<file path="src/sv/mqf_pkg.sv">
`timescale 1ns / 1ps
`default_nettype none

package mqf_pkg;

	localparam int NUM_QUEUES  = 4;
	localparam int QUEUE_DEPTH = 16;
	localparam int ENTRY_WIDTH = 32;

	localparam int QSEL_W  = 2;
	localparam int DATA_W  = 32;
	localparam int FILL_W  = 5;
	localparam int QIDX_W  = (NUM_QUEUES > 1) ? $clog2(NUM_QUEUES) : 1;
	localparam int PTR_W   = $clog2(QUEUE_DEPTH);
	localparam int CNT_W   = $clog2(QUEUE_DEPTH + 1);
	localparam int ADDR_W  = QIDX_W + PTR_W;

	typedef enum logic [1:0] {
		ST_DONE  = 2'd0,
		ST_EMPTY = 2'd1,
		ST_FULL  = 2'd2
	} status_t;

	typedef enum logic {
		OP_PUSH = 1'b0,
		OP_POP  = 1'b1
	} op_t;

	typedef struct packed {
		logic              wr_en;
		logic              rd_en;
		logic [ADDR_W-1:0] addr;
	} mem_req_t;

	typedef struct packed {
		status_t           status;
		logic [FILL_W-1:0] fill_level;
		logic              pop_ok;
	} result_t;

	// selector wraps modulo NUM_QUEUES
	function automatic logic [QIDX_W-1:0] qwrap(input logic [QSEL_W-1:0] sel);
		logic [QSEL_W:0] v;
		v = {1'b0, sel};
		for (int i = 0; i < 4; i++) begin
			if (v >= (QSEL_W+1)'(NUM_QUEUES)) begin
				v = v - (QSEL_W+1)'(NUM_QUEUES);
			end
		end
		return QIDX_W'(v);
	endfunction

	function automatic logic [PTR_W-1:0] advance(input logic [PTR_W-1:0] ptr);
		return (ptr == PTR_W'(QUEUE_DEPTH - 1)) ? '0 : ptr + 1'b1;
	endfunction

endpackage

`default_nettype wire

</file>
<file path="src/sv/mqf_ram.sv">
`timescale 1ns / 1ps
`default_nettype none

module mqf_ram #(
	parameter int DATA_W = 32,
	parameter int ADDR_W = 6
) (
	input  wire logic              clk,
	input  wire logic              wr_en,
	input  wire logic [ADDR_W-1:0] wr_addr,
	input  wire logic [DATA_W-1:0] wr_data,
	input  wire logic              rd_en,
	input  wire logic [ADDR_W-1:0] rd_addr,
	output logic      [DATA_W-1:0] rd_data
);

	localparam int DEPTH = 1 << ADDR_W;

	logic [DATA_W-1:0] mem [DEPTH];

	always_ff @(posedge clk) begin
		if (wr_en) begin
			mem[wr_addr] <= wr_data;
		end
	end

	always_ff @(posedge clk) begin
		if (rd_en) begin
			rd_data <= mem[rd_addr];
		end
	end

endmodule

`default_nettype wire

</file>
<file path="src/sv/mqf_ctrl.sv">
`timescale 1ns / 1ps
`default_nettype none

module mqf_ctrl
	import mqf_pkg::*;
(
	input  wire logic              clk,
	input  wire logic              arst_n,
	input  wire logic              accept,
	input  wire logic              op,
	input  wire logic [QSEL_W-1:0] queue_sel,
	output mem_req_t               mem_req,
	output result_t                res
);

	logic [PTR_W-1:0] head_q [NUM_QUEUES];
	logic [PTR_W-1:0] tail_q [NUM_QUEUES];
	logic [CNT_W-1:0] count_q [NUM_QUEUES];

	logic [QIDX_W-1:0] q;
	logic [CNT_W-1:0]  cnt;
	logic [PTR_W-1:0]  hp;
	logic [PTR_W-1:0]  tp;
	logic              is_pop;
	logic              push_ok;
	logic              pop_ok;
	logic [CNT_W-1:0]  cnt_next;

	always_comb begin
		q        = qwrap(queue_sel);
		cnt      = count_q[q];
		hp       = head_q[q];
		tp       = tail_q[q];
		is_pop   = (op == OP_POP);
		pop_ok   = is_pop && (cnt != '0);
		push_ok  = !is_pop && (cnt < CNT_W'(QUEUE_DEPTH));
		cnt_next = cnt;
		if (pop_ok) begin
			cnt_next = cnt - 1'b1;
		end else if (push_ok) begin
			cnt_next = cnt + 1'b1;
		end

		mem_req.wr_en = accept && push_ok;
		mem_req.rd_en = accept && pop_ok;
		mem_req.addr  = is_pop ? {q, hp} : {q, tp};

		res.pop_ok     = pop_ok;
		res.fill_level = FILL_W'(cnt_next);
		if (is_pop) begin
			res.status = pop_ok ? ST_DONE : ST_EMPTY;
		end else begin
			res.status = push_ok ? ST_DONE : ST_FULL;
		end
	end

	always_ff @(posedge clk or negedge arst_n) begin
		if (!arst_n) begin
			for (int i = 0; i < NUM_QUEUES; i++) begin
				head_q[i]  <= '0;
				tail_q[i]  <= '0;
				count_q[i] <= '0;
			end
		end else if (accept) begin
			count_q[q] <= cnt_next;
			if (pop_ok) begin
				head_q[q] <= advance(hp);
			end
			if (push_ok) begin
				tail_q[q] <= advance(tp);
			end
		end
	end

	a_push_count: assert property (@(posedge clk) disable iff (!arst_n)
		accept && push_ok |=> count_q[$past(q)] == CNT_W'($past(cnt) + 1'b1))
		else $error("push did not raise fill count");

	a_pop_count: assert property (@(posedge clk) disable iff (!arst_n)
		accept && pop_ok |=> count_q[$past(q)] == CNT_W'($past(cnt) - 1'b1))
		else $error("pop did not lower fill count");

	a_one_port: assert property (@(posedge clk) disable iff (!arst_n)
		!(mem_req.wr_en && mem_req.rd_en))
		else $error("read and write in one request");

	a_refused_hold: assert property (@(posedge clk) disable iff (!arst_n)
		accept && res.status != ST_DONE |=> count_q[$past(q)] == $past(cnt)
		&& head_q[$past(q)] == $past(hp) && tail_q[$past(q)] == $past(tp))
		else $error("refused request changed queue state");

	for (genvar g = 0; g < NUM_QUEUES; g++) begin : g_bound
		a_count_bound: assert property (@(posedge clk) disable iff (!arst_n)
			count_q[g] <= CNT_W'(QUEUE_DEPTH))
			else $error("fill count beyond depth");
	end

endmodule

`default_nettype wire

</file>
<file path="src/sv/multi_queue_fifo_top.sv">
`timescale 1ns / 1ps
`default_nettype none

// channel  direction  handshake            payload
// in       input      in_valid / in_stall   op, queue_sel, entry_data
// out      output     out_valid / out_stall status, head_data, fill_level
//
// One request per cycle unless stalled; results appear the cycle after acceptance.
// Queue state updates at the accepting edge; the entry memory is read or
// written at that edge and read data is registered.
// A stalled result holds; a new request is taken in the cycle the old result leaves.
// arst_n empties all queues at once; no clearing pass.

module multi_queue_fifo_top
	import mqf_pkg::*;
(
	input  wire logic              clk,
	input  wire logic              arst_n,
	input  wire logic              in_valid,
	output logic                   in_stall,
	input  wire logic              op,
	input  wire logic [QSEL_W-1:0] queue_sel,
	input  wire logic [DATA_W-1:0] entry_data,
	output logic                   out_valid,
	input  wire logic              out_stall,
	output logic [1:0]             status,
	output logic [DATA_W-1:0]      head_data,
	output logic [FILL_W-1:0]      fill_level
);

	logic                   accept;
	mem_req_t               mem_req;
	result_t                res;
	logic [ENTRY_WIDTH-1:0] rd_data;

	logic                   valid_s1;
	result_t                res_s1;

	assign in_stall = valid_s1 && out_stall;
	assign accept   = in_valid && !in_stall;

	mqf_ctrl u_ctrl (
		.clk       (clk),
		.arst_n    (arst_n),
		.accept    (accept),
		.op        (op),
		.queue_sel (queue_sel),
		.mem_req   (mem_req),
		.res       (res)
	);

	mqf_ram #(
		.DATA_W (ENTRY_WIDTH),
		.ADDR_W (ADDR_W)
	) u_ram (
		.clk     (clk),
		.wr_en   (mem_req.wr_en),
		.wr_addr (mem_req.addr),
		.wr_data (ENTRY_WIDTH'(entry_data)),
		.rd_en   (mem_req.rd_en),
		.rd_addr (mem_req.addr),
		.rd_data (rd_data)
	);

	always_ff @(posedge clk or negedge arst_n) begin
		if (!arst_n) begin
			valid_s1 <= 1'b0;
		end else if (accept) begin
			valid_s1 <= 1'b1;
		end else if (!out_stall) begin
			valid_s1 <= 1'b0;
		end
	end

	always_ff @(posedge clk) begin
		if (accept) begin
			res_s1 <= res;
		end
	end

	assign out_valid  = valid_s1;
	assign status     = res_s1.status;
	assign fill_level = res_s1.fill_level;
	assign head_data  = res_s1.pop_ok ? DATA_W'(rd_data) : '0;

endmodule

`default_nettype wire

</file>
<file path="config.mk">
export PLATFORM = sky130hd
export DESIGN_NAME = multi_queue_fifo_top
export DESIGN_NICKNAME = d
export VERILOG_FILES = /design/src/sv/mqf_pkg.sv /design/src/sv/mqf_ram.sv /design/src/sv/mqf_ctrl.sv /design/src/sv/multi_queue_fifo_top.sv
export SDC_FILE = /design/constraint.sdc
export NUM_CORES = 2
export LEC_CHECK = 0
export ABC_CLOCK_PERIOD_IN_PS = 10200
export BUFFER_PORTS_ARGS = -buffer_cell sky130_fd_sc_hd__buf_2
export CAP_MARGIN = 25
export CELL_PAD_IN_SITES_DETAIL_PLACEMENT = 1
export CELL_PAD_IN_SITES_GLOBAL_PLACEMENT = 1
export CORE_MARGIN = 2
export CORE_UTILIZATION = 45
export CTS_BUF_LIST = sky130_fd_sc_hd__clkbuf_8
export CTS_CLUSTER_DIAMETER = 80
export DETAILED_ROUTE_END_ITERATION = 10
export GPL_TIMING_DRIVEN = 0
export PLACE_DENSITY_LB_ADDON = 0.1
export REMOVE_ABC_BUFFERS = 1
export SETUP_SLACK_MARGIN = 0.3
export SLEW_MARGIN = 10
export SYNTH_ARGS = -nofsm -noshare
export SYNTH_HDL_FRONTEND = slang
export SYNTH_SLANG_ARGS = --single-unit
</file>
<file path="constraint.sdc">
create_clock -name clk -period 10.2 [get_ports clk]
set_clock_uncertainty 0.2 [all_clocks]
set_input_delay 1.53 -clock clk [delete_from_list [all_inputs] [get_ports clk]]
set_output_delay 1.53 -clock clk [all_outputs]
set_load 0.03 [all_outputs]
</file>
### Yosys cells after proc, flatten, opt, wreduce, memory -nomap -nowiden

Memories as Yosys holds them, arrays and structs flattened. A register that Yosys moved wholly into a read port is not among the register bits.
Index checks and enable logic that the tools add are counted.

* input port bits: 39
* memories kept: 1
* word-level logic and storage cells: 69
* memory bits (writable): 2048
* output and inout port bits: 41
* register bits: 61

Memory list
* u_ram.mem: depth 64, width 32, rd ports 1, clocked after memory_dff 1, wr ports 1, RTL line mqf_ram.sv:19 `logic [DATA_W-1:0] mem [DEPTH];`

* add/subtract/negate cells: 4
* equality and inequality tests: 3
* order comparisons: 3
* reduce and logical (&&, ||, !) cells: 12
* bitwise logic cells: 1
* mux-type cells: 29

Operator list (number)
* $bwmux W16: 2
* $mux W32: 1
* $mux W4: 8
* $mux W5: 5
* $bwmux W20: 1
* $bmux W4 S2: 2
* $bmux W5 S2: 1
* $demux W5 S2: 1
* $add A4 B1 Y4 const B: 2
* $demux W4 S2: 1
* $eq A4 B4 Y1 const B: 2
* $logic_and A1 B1 Y1: 7
* $add A5 B1 Y5 const B: 1
* $lt A5 B5 Y1 const B: 1
* $mux W1: 5
* $reduce_bool A5 Y1: 1
* $sub A5 B1 Y5 const B: 1
* $mux W2: 2
* $reduce_and A2 Y1: 2
* $ge A3 B3 Y1 const B: 1
* $lt A3 B1 Y1 const B: 1
* $not A2 Y3: 1
* $logic_not A1 Y1: 2
* $ne A2 B1 Y1 const B: 1

### Logic depth before layout (Yosys ltp)

* depth after elaboration: 9
* gate-level depth with buffers: 14
* gate-level depth less buffers: 11

### Modules after synthesis

A second synthesis with hierarchy kept.

* cell total of the unflattened synthesis: 3612
* area total of the unflattened synthesis: 82112.5 sq um

By module, submodules not included
* mqf_ram: cells an instance 3324, times used 1, area an instance 78835.6 sq um, sequential area each 62459.9 sq um
* mqf_ctrl: cells an instance 234, times used 1, area an instance 2682.6 sq um, sequential area each 1301.2 sq um
* multi_queue_fifo_top: cells an instance 54, times used 1, area an instance 594.3 sq um, sequential area each 265.3 sq um

### Least setup slack after synthesis

Ideal clock, no wire load.

* path kind: input port to flip-flop
* start point: input port queue_sel[1]
* end point: memory u_ram.mem[19][0], enable pin
* path buffers: 7
* data required time: 9.579 ns
* setup time: 0.421 ns
* arrival: 4.958 ns
* path slack: 4.621 ns
* stages on the path: 12
* cell sequence: buf_4 > buf_2 > nand2_1 > o22ai_2 > nor2_4 > buf_6 > buf_2 > buf_2 > buf_1 > buf_2 > nand3_1 > nor2_1

* cells in the longest elaborated chain, start to end: 9
* elaborated cells between the ends (all ways): 16
* those cells by class: 1 x order compare; 12 x mux; 1 x bitwise; 2 x reduce/logical

Ends and longest elaborated chain
* start: declaration: RTL line multi_queue_fifo_top.sv:22 `input wire logic [QSEL_W-1:0] queue_sel,`
* $not A2 Y3 (not written as such): RTL line mqf_ctrl.sv:31, mqf_ctrl.sv:32, mqf_ctrl.sv:33
* $bmux W5 S2: RTL line mqf_ctrl.sv:31 `cnt = count_q[q];`
* $mux W5 (not written as such) (2 in a row): RTL line mqf_ctrl.sv:31
* $lt A5 B5 Y1: RTL line mqf_ctrl.sv:36 `push_ok = !is_pop && (cnt < CNT_W'(QUEUE_DEPTH));`
* $logic_and A1 B1 Y1: RTL line mqf_ctrl.sv:36
* $logic_and A1 B1 Y1: RTL line mqf_ctrl.sv:44 `mem_req.wr_en = accept && push_ok;`
* $mux W1: RTL line mqf_ram.sv:22 `if (wr_en) begin`
* $mux W1 (not written as such): RTL line mqf_ram.sv:23 `mem[wr_addr] <= wr_data;`
* end: declaration: RTL line mqf_ram.sv:19

Several ways; a longest one is shown, not always the timed one. The select of a mux whose other input is x is not followed.

### Worst setup path after layout

* start point: input port op
* end point: memory u_ram.mem[4][27], enable pin

* cells in the longest elaborated chain, start to end: 5
* elaborated cells between the ends (all ways): 6
* those cells by class: 3 x mux; 3 x reduce/logical

Ends and longest elaborated chain
* start: declaration: RTL line multi_queue_fifo_top.sv:21 `input wire logic op,`
* $logic_not A1 Y1: RTL line mqf_ctrl.sv:36
* $logic_and A1 B1 Y1: RTL line mqf_ctrl.sv:36
* $logic_and A1 B1 Y1: RTL line mqf_ctrl.sv:44
* $mux W1: RTL line mqf_ram.sv:22
* $mux W1 (not written as such): RTL line mqf_ram.sv:23

Several ways; a longest one is shown, not always the timed one.

==> impl_metrics.toml <==
[global_route]
grt_pass1_wl_um = 374200
first_global_vias = 49464
grt_max_degree = 107
antenna_found_initial = 15
grt_usage_pct = 28.41
grt-ovfl-total = 0

[job]
drv_cap = 0

[final_layout]
drive_above_1_share_pct = 17.62
fin_nets = 5257
syn2layout_area_growth_pct = 16.84

[floorplanning]
die_w_um = 431.5
start_util_pct = 45.41
coreArea_mm2 = 0.1811
rows = 156
pin_count = 80
dieArea_mm2 = 0.1862
die_h_um = 431.5

[synthesis]
ys_warn_count = 0
synth_cells = 4835
synth.largest_area_cell = "edfxtp_1"
yosysTopAreaCellShare_pct = 76.23
seq_area_frac_synth_pct = 77.85
synthTopCellsByArea = "edfxtp_1 76%, mux2i_1 4.8%, a21oi_1 2.6%"
synthArstFlopShare_pct = 2.475
synth-seq-cells = 2141
synth_edf_count = 2088
synth_top_flop_cell = "edfxtp_1"
synth.most_common_cell = "edfxtp_1"
synth_area_mm2 = 0.08225
postSynthAreaPerCell_um2 = 17.01
yosysUniqueCellTypes = 51
synth_commonest_cells = "2088 x edfxtp_1, 422 x a21oi_1, 392 x mux2i_1, 332 x o21ai_0, 240 x nand2_1"

[placement]
place_ws_ns = 2.337
place_congestion = 0.7980
hpwl_um = 167500
port_buffers = 79

[setup_path]
path_common_cell = "buf_16"
path_buf_inv = 7
r2r-end = "u_ram.mem[4][27]$_DFFE_PP_"
crit_required_ns = 10.74
cp-end-kind = "register"
critPathMaxStageDelay_ns = 1.00
cp_cell_sequence = "buf_2, mux2_1, mux4_4, buf_16, buf_16, buf_16, buf_16, nor3_2, buf_6, nand2_1, nor2_4, buf_12"
critPathTopFamily = "simple AND/OR/NAND/NOR gates"
slowest_stage = "nor2_4"
r2r_slack_ns = 4.04
startpoint_type = "input port"
critical_path_class = "in -> reg"
crit_arrival_ns = 7.31
cp_max_fo = 51
reg2reg_depth = 11
worst_r2r_startpoint = "u_ctrl.tail_q[0]$_DFFE_PN0P_"

[timing]
min_period_ns = 6.767
relSlewSlack_pct = 19.61
fmax_mhz = 147.8
worst_pin_slew_ns = 1.206
finalHoldViolCount = 0
period_share_pct = 66.34
setup_ws_ns = 3.433
slew_viol_final = 0
setup_violations = 0
rsz0062_at_grt = "no"
whs_ns = 0.2876

[route]
avgRoutedWirePerCell_um = 34.01
drt_drc_violations_left = 0
dr.pass1.iters = 8
vias = 48556
first_iter_violations = 5657
viasPerCell = 6.200
ant_nets = 0
finalWirelength_um = 266300

[outcome]
status = "finished clean"

[clocking]
cts_sinks = 2141
cts.path.max_buffers = 4
cts_resized = 0
cts_setup_buffers = 0
clk_pin_slew_ns = 0.05
cts_tree = "yes"
htree_levels = 5
clkLatencyLatePin_ns = 1.06
cts_made_buffers = 366
root_buffer = "clkbuf_8"
ctsHoldBuffers = 0

[power_and_ir_drop]
p_leak_nw = 31.55
power_density_mw_per_mm2 = 258.7
peakVddDrop_mv = 0.3024

[worst_hold_path]
hp-start = "u_ctrl.count_q[3]$_DFFE_PN0P_"
min_delay_worst_endpoint = "u_ctrl.count_q[3]$_DFFE_PN0P_"
hp-class = "reg -> reg"
hold_depth = 2
[where the power goes]
part	switching, mW	total, mW	internal, mW
sequential	0.0920	9.97	9.88
combinational	5.23	8.01	2.77
clock	3.38	6.88	3.50
total	8.71	24.9	16.2
[cell usage in the layout (no fill, tap or decap), types with 13 or more instances in the layout]
| master | n |
|---|---|
| mux4_2 | 21 |
| clkinv_2 | 19 |
| buf_8 | 32 |
| a222oi_1 | 168 |
| mux2i_1 | 391 |
| a211oi_1 | 64 |
| a21oi_1 | 422 |
| inv_1 | 132 |
| o21ai_0 | 332 |
| buf_12 | 99 |
| a22oi_1 | 75 |
| buf_4 | 42 |
| o21ai_1 | 13 |
| buf_2 | 59 |
| o22ai_1 | 69 |
| and2_1 | 37 |
| buf_16 | 76 |
| dfrtp_1 | 53 |
| o22a_1 | 54 |
| nand4_1 | 30 |
| a31oi_1 | 17 |
| mux2_2 | 97 |
| edfxtp_1 | 2088 |
| clkinv_1 | 80 |
| a221oi_1 | 79 |
| nor2_4 | 73 |
| buf_6 | 33 |
| clkbuf_8 | 376 |
| a2bb2oi_1 | 45 |
| nand3_1 | 17 |
| a32oi_1 | 15 |
| nor2_1 | 32 |
| nand2_1 | 234 |
[layout make-up]
class | count | area (µm²)
Multi-Input combinational cell | 2356 | 17300
Antenna cell | 6 | 15.01
Sequential cell | 2141 | 64030
Timing Repair Buffer | 341 | 5537
Tap cell | 2370 | 2965
Clock inverter | 234 | 1054
Fill cell | 16585 | 85030
Inverter | 7 | 26.28
Clock buffer | 376 | 5175
[kinds of logic (layout without fill, tap and decap cells)]
family | after synthesis | count (layout) | synth area share (%)
flip-flops | 2141 | 2141 | 77.85
AO/OA/AOI/OAI | 1373 | 1373 | 10.90
multiplexers | 518 | 518 | 6.811
AND/OR/NAND/NOR | 455 | 455 | 2.408
buffers and inverters | 338 | 958 | 1.903
adder cells (fa/ha/maj) | 5 | 5 | 0.07606
XOR/XNOR | 5 | 5 | 0.05325
other | 0 | 6 | 0
[worst max path at each step]
stage                 start                          end  cells after the start  slack (ns)
2_1_floorplan  queue_sel[1]  u_ram.rd_data[24]$_DFFE_PN_                      7      -13.00
3_3_place_gp   queue_sel[1]  u_ram.rd_data[28]$_DFFE_PN_                      8      -74.99
3_5_place_dp   queue_sel[0]    u_ram.mem[4][8]$_DFFE_PP_                     11        2.34
4_1_cts        queue_sel[0]   u_ram.mem[4][27]$_DFFE_PP_                     11        3.48
5_1_grt                  op   u_ram.mem[4][27]$_DFFE_PP_                     12        3.40
6_report                 op   u_ram.mem[4][27]$_DFFE_PP_                     12        3.43
[flip-flops by register name, summed over array words and instances (netlist names)]
register        cells
u_ctrl.tail_q      16
u_ram.rd_data      32
u_ctrl.count_q     20
u_ram.mem        2048
status              2
u_ctrl.head_q      16
fill_level          5
out_valid           1
res_s1              1
[worst min-delay path: stages, from the launching register on]
cell,delay [ns]
dfrtp_1,0.34
nand2_1,0.06
nand2_1,0.06
[metal layers]
layer	track usage (%)	part of all wire [%]
met5	0	0
met4	11.26	4.1
met3	4.825	6.6
met2	45.10	47
met1	39.21	42
[through the flow]
step	TNS [ns]	util [%]	instances	cell area (µm²)	total power, mW
2_1_floorplan	-2679.17	-	4504	80710	14.81
3_3_place_gp	-	46.41	6953	84070	18.68
3_5_place_dp	0	49.52	7206	89700	18.10
4_1_cts	0	52.96	7816	95930	24.97
5_1_grt	0	53.05	7827	96090	25.76
6_report	0	53.05	7831	96100	24.86
(Power assumes the default switching activity.)
